**src/design/ssme_pkg.sv**
```systemverilog
package ssme_pkg;

    localparam int DEPTH  = 32;
    localparam int IDX_W  = (DEPTH > 1) ? $clog2(DEPTH) : 1;
    localparam int CNT_W  = $clog2(DEPTH + 1);
    localparam int DATA_W = 32;

    typedef logic signed [DATA_W-1:0] data_t;
    typedef logic [CNT_W-1:0]         count_t;
    typedef logic [IDX_W-1:0]         index_t;

    typedef enum logic [1:0] {
        CMD_LOAD_FIRST  = 2'd0,
        CMD_LOAD_SECOND = 2'd1,
        CMD_RUN         = 2'd2,
        CMD_NONE        = 2'd3
    } command_t;

    typedef enum logic [1:0] {
        MODE_MERGE  = 2'd0,
        MODE_UNION  = 2'd1,
        MODE_INTER  = 2'd2,
        MODE_DIFF   = 2'd3
    } mode_t;

    typedef struct packed {
        logic load_first;
        logic load_second;
        logic start;
        logic step;
    } ssme_cmd_t;

    typedef struct packed {
        logic walk_done;
        logic slot_free;
    } ssme_status_t;

endpackage

```
**src/design/ssme_if.sv**
```systemverilog
interface ssme_req_if;
    import ssme_pkg::*;
    logic       valid;
    logic       ready;
    logic [1:0] command;
    data_t      value;

    modport source (output valid, output command, output value, input ready);
    modport sink   (input valid, input command, input value, output ready);
endinterface

interface ssme_rsp_if;
    import ssme_pkg::*;
    logic  valid;
    logic  ready;
    data_t result_value;
    logic  last;
    logic  empty_res;

    modport source (output valid, output result_value, output last, output empty_res,
                    input ready);
    modport sink   (input valid, input result_value, input last, input empty_res,
                    output ready);
endinterface

interface ssme_cfg_if;
    logic       valid;
    logic       ready;
    logic [1:0] data;

    modport source (output valid, output data, input ready);
    modport sink   (input valid, input data, output ready);
endinterface

```
**src/design/ssme_ctrl.sv**
```systemverilog
module ssme_ctrl
    import ssme_pkg::*;
(
    input  logic         clk,
    input  logic         rst_n,
    input  logic         req_valid,
    input  logic [1:0]   req_command,
    output logic         req_ready,
    input  ssme_status_t status,
    output ssme_cmd_t    cmd
);

    typedef enum logic {
        ST_IDLE,
        ST_RUN
    } state_t;

    state_t state_reg;
    state_t state_next;
    logic   req_fire;

    assign req_ready = (state_reg == ST_IDLE);
    assign req_fire  = req_valid && req_ready;

    always_comb
    begin
        cmd             = '0;
        cmd.load_first  = req_fire && (req_command == CMD_LOAD_FIRST);
        cmd.load_second = req_fire && (req_command == CMD_LOAD_SECOND);
        cmd.start       = req_fire && (req_command == CMD_RUN);
        cmd.step        = (state_reg == ST_RUN) && status.slot_free;
    end

    always_comb
    begin
        state_next = state_reg;
        unique case (state_reg)
            ST_IDLE:
            begin
                if (cmd.start)
                begin
                    state_next = ST_RUN;
                end
            end
            ST_RUN:
            begin
                if (cmd.step && status.walk_done)
                begin
                    state_next = ST_IDLE;
                end
            end
            default:
            begin
                state_next = ST_IDLE;
            end
        endcase
    end

    always_ff @(posedge clk or negedge rst_n)
    begin
        if (!rst_n)
        begin
            state_reg <= ST_IDLE;
        end
        else
        begin
            state_reg <= state_next;
        end
    end

endmodule

```
**src/design/ssme_datapath.sv**
```systemverilog
module ssme_datapath
    import ssme_pkg::*;
(
    input  logic         clk,
    input  logic         rst_n,
    input  ssme_cmd_t    cmd,
    input  data_t        req_value,
    output ssme_status_t status,
    ssme_cfg_if.sink     cfg,
    ssme_rsp_if.source   rsp
);

    data_t first_store [DEPTH];
    data_t second_store [DEPTH];

    count_t first_count_reg, first_count_next;
    count_t second_count_reg, second_count_next;
    count_t i_reg, i_next;
    count_t j_reg, j_next;
    logic [1:0] mode_reg;
    data_t a_data_reg;
    data_t b_data_reg;

    logic  pend_valid_reg, pend_valid_next;
    data_t pend_value_reg, pend_value_next;

    logic  out_valid_reg, out_valid_next;
    data_t out_value_reg;
    logic  out_last_reg;
    logic  out_empty_reg;

    logic  a_rem, b_rem;
    logic  a_lt_b, b_lt_a;
    logic  walk_done, emit, inc_i, inc_j;
    data_t emit_value;

    logic  push, push_last, push_empty;
    data_t push_value;

    assign cfg.ready = 1'b1;

    assign a_rem  = (i_reg < first_count_reg);
    assign b_rem  = (j_reg < second_count_reg);
    assign a_lt_b = (a_data_reg < b_data_reg);
    assign b_lt_a = (b_data_reg < a_data_reg);

    // one cursor step of the walk
    always_comb
    begin
        walk_done  = 1'b0;
        emit       = 1'b0;
        inc_i      = 1'b0;
        inc_j      = 1'b0;
        emit_value = a_data_reg;
        priority if (a_rem && b_rem)
        begin
            if (mode_reg == MODE_MERGE)
            begin
                emit = 1'b1;
                if (a_lt_b)
                begin
                    inc_i = 1'b1;
                end
                else
                begin
                    emit_value = b_data_reg;
                    inc_j      = 1'b1;
                end
            end
            else if (a_lt_b)
            begin
                emit  = (mode_reg != MODE_INTER);
                inc_i = 1'b1;
            end
            else if (b_lt_a)
            begin
                emit       = (mode_reg == MODE_UNION);
                emit_value = b_data_reg;
                inc_j      = 1'b1;
            end
            else
            begin
                emit  = (mode_reg == MODE_UNION) || (mode_reg == MODE_INTER);
                inc_i = 1'b1;
                inc_j = 1'b1;
            end
        end
        else if (a_rem && (mode_reg != MODE_INTER))
        begin
            emit  = 1'b1;
            inc_i = 1'b1;
        end
        else if (b_rem && ((mode_reg == MODE_MERGE) || (mode_reg == MODE_UNION)))
        begin
            emit       = 1'b1;
            emit_value = b_data_reg;
            inc_j      = 1'b1;
        end
        else
        begin
            walk_done = 1'b1;
        end
    end

    assign status.walk_done = walk_done;
    assign status.slot_free = !out_valid_reg || rsp.ready;

    // one item is held back so the final one can be marked last
    always_comb
    begin
        push            = 1'b0;
        push_value      = pend_value_reg;
        push_last       = 1'b0;
        push_empty      = 1'b0;
        pend_valid_next = pend_valid_reg;
        pend_value_next = pend_value_reg;
        if (cmd.start)
        begin
            pend_valid_next = 1'b0;
        end
        else if (cmd.step)
        begin
            if (walk_done)
            begin
                push            = 1'b1;
                push_last       = 1'b1;
                pend_valid_next = 1'b0;
                if (!pend_valid_reg)
                begin
                    push_value = '0;
                    push_empty = 1'b1;
                end
            end
            else if (emit)
            begin
                push            = pend_valid_reg;
                pend_valid_next = 1'b1;
                pend_value_next = emit_value;
            end
        end
    end

    always_comb
    begin
        i_next = i_reg;
        j_next = j_reg;
        if (cmd.start)
        begin
            i_next = '0;
            j_next = '0;
        end
        else if (cmd.step && !walk_done)
        begin
            if (inc_i)
            begin
                i_next = i_reg + count_t'(1);
            end
            if (inc_j)
            begin
                j_next = j_reg + count_t'(1);
            end
        end
    end

    always_comb
    begin
        first_count_next  = first_count_reg;
        second_count_next = second_count_reg;
        if (cmd.step && walk_done)
        begin
            first_count_next  = '0;
            second_count_next = '0;
        end
        if (cmd.load_first && (first_count_reg < count_t'(DEPTH)))
        begin
            first_count_next = first_count_reg + count_t'(1);
        end
        if (cmd.load_second && (second_count_reg < count_t'(DEPTH)))
        begin
            second_count_next = second_count_reg + count_t'(1);
        end
    end

    always_comb
    begin
        out_valid_next = out_valid_reg;
        if (push)
        begin
            out_valid_next = 1'b1;
        end
        else if (rsp.ready)
        begin
            out_valid_next = 1'b0;
        end
    end

    always_ff @(posedge clk or negedge rst_n)
    begin
        if (!rst_n)
        begin
            first_count_reg  <= '0;
            second_count_reg <= '0;
            i_reg            <= '0;
            j_reg            <= '0;
            mode_reg         <= MODE_MERGE;
            pend_valid_reg   <= 1'b0;
            out_valid_reg    <= 1'b0;
        end
        else
        begin
            first_count_reg  <= first_count_next;
            second_count_reg <= second_count_next;
            i_reg            <= i_next;
            j_reg            <= j_next;
            pend_valid_reg   <= pend_valid_next;
            out_valid_reg    <= out_valid_next;
            if (cfg.valid)
            begin
                mode_reg <= cfg.data;
            end
        end
    end

    // list storage and registered reads at the next cursor positions
    always_ff @(posedge clk)
    begin
        if (cmd.load_first && (first_count_reg < count_t'(DEPTH)))
        begin
            first_store[first_count_reg[IDX_W-1:0]] <= req_value;
        end
        if (cmd.load_second && (second_count_reg < count_t'(DEPTH)))
        begin
            second_store[second_count_reg[IDX_W-1:0]] <= req_value;
        end
        if (i_next < count_t'(DEPTH))
        begin
            a_data_reg <= first_store[i_next[IDX_W-1:0]];
        end
        if (j_next < count_t'(DEPTH))
        begin
            b_data_reg <= second_store[j_next[IDX_W-1:0]];
        end
        pend_value_reg <= pend_value_next;
        if (push)
        begin
            out_value_reg <= push_value;
            out_last_reg  <= push_last;
            out_empty_reg <= push_empty;
        end
    end

    assign rsp.valid        = out_valid_reg;
    assign rsp.result_value = out_value_reg;
    assign rsp.last         = out_last_reg;
    assign rsp.empty_res    = out_empty_reg;

endmodule

```
**src/design/sorted_set_merge_engine.sv**
```systemverilog
// loads produce no result
// a run is a two-cursor walk with a single compare step, stepping only while the
// response slot is free; one result per cycle at best
// each result waits pending until the next emit; the final one until the walk ends
// rst_n is asynchronous active low: counts, cursors, mode and handshake state clear,
// list storage holds no defined value until loaded
module sorted_set_merge_engine
    import ssme_pkg::*;
(
    input  logic       clk,
    input  logic       rst_n,
    ssme_req_if.sink   req,
    ssme_cfg_if.sink   cfg,
    ssme_rsp_if.source rsp
);

    ssme_cmd_t    cmd;
    ssme_status_t status;

    ssme_ctrl u_ctrl (
        .clk         (clk),
        .rst_n       (rst_n),
        .req_valid   (req.valid),
        .req_command (req.command),
        .req_ready   (req.ready),
        .status      (status),
        .cmd         (cmd)
    );

    ssme_datapath u_datapath (
        .clk       (clk),
        .rst_n     (rst_n),
        .cmd       (cmd),
        .req_value (req.value),
        .status    (status),
        .cfg       (cfg),
        .rsp       (rsp)
    );

endmodule
```
**src/flat_wrapper.sv**
```systemverilog
// flat-port wrapper written by rule: the top's interface ports become plain ports
module sorted_set_merge_engine_flat import ssme_pkg::*;
  (clk, rst_n, req_valid, req_command, req_value, req_ready, cfg_valid, cfg_data, cfg_ready, rsp_valid, rsp_result_value, rsp_last, rsp_empty_res, rsp_ready);
  ssme_req_if req_i ();
  ssme_cfg_if cfg_i ();
  ssme_rsp_if rsp_i ();
  input  logic clk;
  input  logic rst_n;
  input wire logic [$bits(req_i.valid)-1:0] req_valid;
  input wire logic [$bits(req_i.command)-1:0] req_command;
  input wire logic [$bits(req_i.value)-1:0] req_value;
  output wire logic [$bits(req_i.ready)-1:0] req_ready;
  input wire logic [$bits(cfg_i.valid)-1:0] cfg_valid;
  input wire logic [$bits(cfg_i.data)-1:0] cfg_data;
  output wire logic [$bits(cfg_i.ready)-1:0] cfg_ready;
  output wire logic [$bits(rsp_i.valid)-1:0] rsp_valid;
  output wire logic [$bits(rsp_i.result_value)-1:0] rsp_result_value;
  output wire logic [$bits(rsp_i.last)-1:0] rsp_last;
  output wire logic [$bits(rsp_i.empty_res)-1:0] rsp_empty_res;
  input wire logic [$bits(rsp_i.ready)-1:0] rsp_ready;
  assign req_i.valid = req_valid;
  assign req_i.command = req_command;
  assign req_i.value = req_value;
  assign req_ready = req_i.ready;
  assign cfg_i.valid = cfg_valid;
  assign cfg_i.data = cfg_data;
  assign cfg_ready = cfg_i.ready;
  assign rsp_valid = rsp_i.valid;
  assign rsp_result_value = rsp_i.result_value;
  assign rsp_last = rsp_i.last;
  assign rsp_empty_res = rsp_i.empty_res;
  assign rsp_i.ready = rsp_ready;
  sorted_set_merge_engine u_core (.clk(clk), .rst_n(rst_n), .req(req_i), .cfg(cfg_i), .rsp(rsp_i));
endmodule
```
**config.mk**
```make
export PLATFORM = sky130hd
export DESIGN_NAME = sorted_set_merge_engine_flat
export DESIGN_NICKNAME = d
export VERILOG_FILES = /design/src/design/ssme_pkg.sv /design/src/design/ssme_if.sv /design/src/design/ssme_ctrl.sv /design/src/design/ssme_datapath.sv /design/src/design/sorted_set_merge_engine.sv /design/src/flat_wrapper.sv
export SDC_FILE = /design/constraint.sdc
export NUM_CORES = 2
export LEC_CHECK = 0
export BUFFER_PORTS_ARGS = -buffer_cell sky130_fd_sc_hd__buf_2
export CORE_MARGIN = 4
export CORE_UTILIZATION = 45
export CTS_BUF_LIST = sky130_fd_sc_hd__clkbuf_4 sky130_fd_sc_hd__clkbuf_8
export CTS_CLUSTER_DIAMETER = 80
export DETAILED_ROUTE_END_ITERATION = 6
export HOLD_SLACK_MARGIN = 0.02
export PLACE_DENSITY_LB_ADDON = 0.3
export SYNTH_ARGS = -nofsm -noshare
export SYNTH_HDL_FRONTEND = slang
export SYNTH_SLANG_ARGS = --single-unit
```
**constraint.sdc**
```tcl
create_clock -name clk -period 7.1 [get_ports clk]
set_clock_uncertainty 0.15 [all_clocks]
set_input_delay 1.065 -clock clk [delete_from_list [all_inputs] [get_ports clk]]
set_output_delay 1.065 -clock clk [all_outputs]
set_load 0.05 [all_outputs]
```
# Word-level counts from Yosys, hierarchy flattened
# Memory sizes are Yosys's and may differ from the RTL's. A register that Yosys moved wholly into a read port is not among the register bits.
# Cells that the tools add are included.
totals:
  input_bits: 41
  word_cells: 120
  memories: 2
  reg_bits: 95
  latch_bits: 0
  mem_bits_ro: 0
  out_inout_bits: 37
  ramBits: 2048
mem_list:
  columns: ["memory", "depth", "width", "read_ports", "rd_clocked_by_memory_dff", "wr", "line_no", "text"]
  rows:
  - ["u_core.u_datapath.first_store", 32, 32, 1, 1, 1, "ssme_datapath.sv:13", "data_t first_store [DEPTH];"]
  - ["u_core.u_datapath.second_store", 32, 32, 1, 1, 1, "ssme_datapath.sv:14", "data_t second_store [DEPTH];"]
op_classes:
  mul: 0
  reduce_logical: 28
  n_bitwise: 4
  div: 0
  add_sub_neg: 4
  shifts: 0
  n_mux: 57
  n_eq_ne: 5
  order_cmp: 8
ops:
  columns: ["op", "n"]
  rows:
  - ["2-to-1 mux 32 bit", 11]
  - ["< comparator 32 bit", 2]
  - ["2-to-1 mux 6 bit", 9]
  - ["2-to-1 mux 1 bit", 36]
  - ["adder 6 x 1 -> 6 bit, second input constant", 4]
  - ["< comparator 6 bit, second input constant", 4]
  - ["logical AND 1 bit", 12]
  - ["< comparator 6 bit", 2]
  - ["nonzero test 2 bit", 4]
  - ["== test 2 x 1 -> 1 bit, second input constant", 2]
  - ["== test 2 bit, second input constant", 2]
  - ["logical NOT 2 bit", 2]
  - ["NOT 1 bit", 4]
  - ["AND reduction 4 bit", 1]
  - ["logical OR 1 bit", 3]
  - ["nonzero test 3 bit", 1]
  - ["OR reduction 3 bit", 1]
  - ["logical NOT 1 bit", 2]
  - ["inequality test 2 bit, second input constant", 1]
  - ["case mux 1 bit (2 select lines)", 1]
  - ["AND reduction 2 bit", 1]
  - ["OR reduction 2 bit", 1]

# Logic depth before layout (Yosys ltp)
depth:
  ltp_word: 11
  mapped_depth: 18

# Cells and area by module
# Synthesis repeated with hierarchy kept, for this count alone.
unflattened:
  hier_cells: 6381
  area_unflattened_um2: 88198.3
by_module_without_submodules:
  columns: ["mod", "cells_per_inst", "n_inst", "area_each_um2"]
  rows:
  - ["ssme_datapath", 6373, 1, 88113.3]
  - ["ssme_ctrl", 8, 1, 85.1]

# Worst setup path before layout
# OpenSTA, ideal clock, no wires.
synth_timing:
  path_kind: "register to register"
  startpoint: "register u_core.u_datapath.b_data_reg[1] (read register of u_core.u_datapath.second_store)"
  endpoint: "register u_core.u_datapath.out_empty_reg (netlist: u_core.u_datapath.rsp.empty_res) (enable)"
  setup_slack_ps: 1766
  synth_period_minus_slack_ps: 5334
  path_stages_with_launch: 14
  t_required_ps: 6558
  setup_ps: 392
  t_arrival_ps: 4793
  cell_sequence: "edfxtp_1 ha_1 nor2b_1 o211ai_2 a21oi_1 o311a_4 or4_1 buf_2 nand2_1 a21oi_1 a21oi_1 nor2b_1 nand2_1 nand2_1"
synth_between:
  elab_chain_cells: 9
synth_rtl:
  columns: ["element", "line_no", "text"]
  rows:
  - ["from (decl)", "ssme_datapath.sv:22", "data_t b_data_reg;"]
  - ["< comparator 32 bit", "ssme_datapath.sv:45", "assign b_lt_a = (b_data_reg < a_data_reg);"]
  - ["2-to-1 mux 1 bit", "ssme_datapath.sv:75", "else if (b_lt_a)"]
  - ["2-to-1 mux 1 bit (*)", "ssme_datapath.sv:70", "else if (a_lt_b)"]
  - ["2-to-1 mux 1 bit (*)", "ssme_datapath.sv:57", "if (mode_reg == MODE_MERGE)"]
  - ["2-to-1 mux 1 bit (*)", "ssme_datapath.sv:55", "priority if (a_rem && b_rem)"]
  - ["2-to-1 mux 1 bit (*)", "ssme_datapath.sv:134", "else if (emit)"]
  - ["2-to-1 mux 1 bit (*)", "ssme_datapath.sv:123", "if (walk_done)"]
  - ["2-to-1 mux 1 bit (*)", "ssme_datapath.sv:121", "else if (cmd.step)"]
  - ["2-to-1 mux 1 bit (*)", "ssme_datapath.sv:117", "if (cmd.start)"]
  - ["to (signal assigned)", "ssme_datapath.sv:248", "out_empty_reg <= push_empty;"]
  - ["to (decl)", "ssme_datapath.sv:30", "logic out_empty_reg;"]
# Every way passes the cells marked *; elsewhere a longest branch is shown, timed or not.
# A chain may end at the register's enable or synchronous reset.

# Worst setup path after layout
layout_timing:
  startpoint: "register u_core.u_datapath.a_data_reg[6] (read register of u_core.u_datapath.first_store)"
  endpoint: "register u_core.u_datapath.a_data_reg[25] (read register of u_core.u_datapath.first_store) (data pin)"
layout_between:
  elab_chain_cells: 9
layout_rtl:
  columns: ["element", "line_no", "text"]
  rows:
  - ["from (decl)", "ssme_datapath.sv:21", "data_t a_data_reg;"]
  - ["< comparator 32 bit", "ssme_datapath.sv:45", null]
  - ["2-to-1 mux 1 bit", "ssme_datapath.sv:75", null]
  - ["2-to-1 mux 1 bit", "ssme_datapath.sv:70", null]
  - ["2-to-1 mux 1 bit (*)", "ssme_datapath.sv:57", null]
  - ["2-to-1 mux 1 bit (*)", "ssme_datapath.sv:55", null]
  - ["2-to-1 mux 6 bit (*)", "ssme_datapath.sv:154", "if (inc_i)"]
  - ["2-to-1 mux 6 bit (*)", "ssme_datapath.sv:152", "else if (cmd.step && !walk_done)"]
  - ["2-to-1 mux 6 bit (*)", "ssme_datapath.sv:147", "if (cmd.start)"]
  - ["< comparator 6 bit", "ssme_datapath.sv:235", "if (i_next < count_t'(DEPTH))"]
# Marked as above.

==> results.txt <==
full die area: 203000 um2
Post-CTS Setup Inserts: 0
CTS tree: yes
Seq cells post-synth: 2207
Peak Freq: 153 MHz
Avg WL per Cell: 28.9 um
drt pass-1 iters: 7
synth unique cells: 81
area delta synth->final: 13.7%
Iter 0 DRT Violations: 6524
biggest area consumer among synthesized cells: edfxtp_1
Layout Nets: 5955
Synth Net Count: 5553
Overflow after GRT: 0
synth top area cells: edfxtp_1 74%, mux2i_1 8.9%, nand2_1 2.6%, a211oi_1 1.1%, a32oi_1 1.0%
Clk pin slew, worst setup/hold paths: 0.06 ns
Hold EP: u_core.u_datapath.mode_reg[1]
startpoint types: register
Cells after Synth: 5457
layout cell share with drive strength beyond 1: 17.8%
setup slack after layout: 0.553 ns
CP Class: reg2reg
Post-CTS Hold Buffers: 1
Core Rows: 162
wirelength, routed: 253 mm
Max Root-Sink Buffers: 4
simple-gate portion of the synthesized area: 6.03%
crit end category: register
worst r2r src: u_core.u_datapath.a_data_reg[6]
CTS root buffer: clkbuf_8
Bufs and invs on worst path: 3
vias per inst: 5.87
compound-cell area share of the yosys netlist: 6.19%
Buffers on Ports: 76
asr flop ratio synth: 1.31%
main combinational cell family by area after synthesis: multiplexers
Vias: 51400
synthesized-area fraction occupied by adder cells: 0.782%
Synth Area in XOR/XNOR: 0.0796%
hold depth: 2
post-route ant nets: 0
sequential share of the synthesized area: 75.1%
core area: 195000 um2
critical-path cell list: inv_1, ha_1, a21oi_1, a21boi_0, o311a_4, o31ai_1, a21boi_2, nor3_4, buf_12, buf_4, nand2_1, a32o_1, a222oi_1, nor4b_2
DP Wirelength: 148 mm
gpl congestion: 0.897
DRC: 4
Mean Syn Cell Area: 16.1 um2
worst-skew pair later-pin latency: 1.06 ns
Final min period: 6.55 ns
worst reg2reg setup slack: 0.55 ns
setup_tns: 0 ns
Starting Density: 45.2%
CP arrival: 7.09 ns
most frequent cell after synthesis: edfxtp_1
EDFF count, synth: 2178
delay-heaviest family, CP: compound AO/OA/AOI/OAI gates
Yosys Warn Count: 0
endpoints failing setup: 0
Hold Startpoint: cfg_valid
Least-Margin Pin Slew: 1.24 ns
initial antenna violation count: 19
fin. max-slew vios: 0
RSZ-0062 raised after global routing: false
GRT Overall Usage: 24.3%
WP data required: 7.65 ns
first-pass GRT wire length: 360 mm
DP Worst Slack: 0.815 ns
H-Tree Depth: 5
share of the synthesized area in the top cell type: 74.3%
final period utilization: 92.2%
CP peak stage delay: 0.88 ns
largest net degree at the start of global routing: 127
ys flop type: edfxtp_1
Cell Area, Placed: 93100 um2
DIE WIDTH: 450 um
vias in the first global route: 50000
Mapped Area: 88000 um2
relative slew slack: 17.1%
# IOs: 78
max_cap viols: 0
die extent in y: 450 um
cts repair resizes: 0
failing checks: DRC
crit-path max FO: 122
fin area: 100000 um2
CTS Buf Count: 368
most frequent cells after synthesis: 2178 x edfxtp_1, 786 x mux2i_1, 614 x nand2_1, 217 x nor2_1, 166 x nand3_1
CTS sink cnt: 2207
Worst path slowest cell: o31ai_1
status: complete, but fails checks
Reg2Reg Depth: 14
Hold Vio Cnt, Final: 0
Hold WC Path Type: in2reg
FF-to-FF End: u_core.u_datapath.a_data_reg[25]
post-synthesis mux area share: 9.46%
[layout make-up]
class,instances,area (um2)
diodes,7,17.5
clock inverters,133,836
clock buffers,498,6090
fillers,15900,94700
inverters,130,518
repair buffers,348,2650
well taps,2624,3280
multi-input cells,2804,20500
flip-flops and latches,2207,66100
[worst reg2reg max path: stages, from the launching register on]
cell,delay (ns)
edfxtp_1,0.51
inv_1,0.09
ha_1,0.33
a21oi_1,0.15
a21boi_0,0.20
o311a_4,0.45
o31ai_1,0.88
a21boi_2,0.20
nor3_4,0.49
buf_12,0.56
buf_4,0.76
nand2_1,0.11
a32o_1,0.27
a222oi_1,0.33
nor4b_2,0.74
[layer usage]
metal | routed length [um] | global-route usage, % | part of all wire (%) | up-vias
met5 | 0 | 0 | 0 | -
met2 | 122000 | 39.7 | 48 | 2466
met3 | 21100 | 4.60 | 8.3 | 523
met4 | 12800 | 11.5 | 5.1 | 0
met1 | 97300 | 31.6 | 38 | 26200
li1 | - | - | - | 22200
[stage by stage]
step	util (%)	cells	hold WS (ns)
after CTS	51.4	8744	0.166
after floorplan	-	5457	0.352
after global routing	51.4	8745	0.202
final	51.4	8751	0.244
after detailed placement	47.8	8112	0.368
after global placement	47.8	8112	0.369
[cell families (layout without fill, tap and decap cells)]
logic type / count (synthesis) / in the layout
adders and majority gates: 55 / 55
AOI/OAI and AO/OA: 745 / 745
DFF: 2207 / 2207
xor gates and xnor gates: 8 / 8
buffers and inverters: 446 / 1109
other: 1 / 8
and+or+nand+nor: 1169 / 1169
muxes: 826 / 826
[how the worst max path moves through the flow]
stage	from	end	cells after the start
6_report	u_core.u_datapath.a_data_reg[6]	u_core.u_datapath.a_data_reg[25]	14
5_1_grt	u_core.u_datapath.a_data_reg[3]	u_core.u_datapath.a_data_reg[25]	14
4_1_cts	u_core.u_datapath.a_data_reg[27]	u_core.u_datapath.a_data_reg[31]	16
3_5_place_dp	rsp_ready	u_core.u_datapath.a_data_reg[25]	14
3_3_place_gp	u_core.u_datapath.a_data_reg[27]	u_core.u_datapath.a_data_reg[31]	16
2_1_floorplan	u_core.u_datapath.b_data_reg[1]	u_core.u_datapath.rsp.empty_res	13
[placed cells by master, fill, tap and decap left out, types with 123 or more instances in the layout]
cell type	n
edfxtp_1	2178
mux2i_1	786
nand2_1	610
buf_4	253
a211oi_1	124
o22ai_1	130
clkbuf_8	376
nor2_1	149
nand3_1	165
inv_1	123
Power is not shown: default switching activity piles up to over one toggle a cycle in this logic, so the estimate is an artifact.
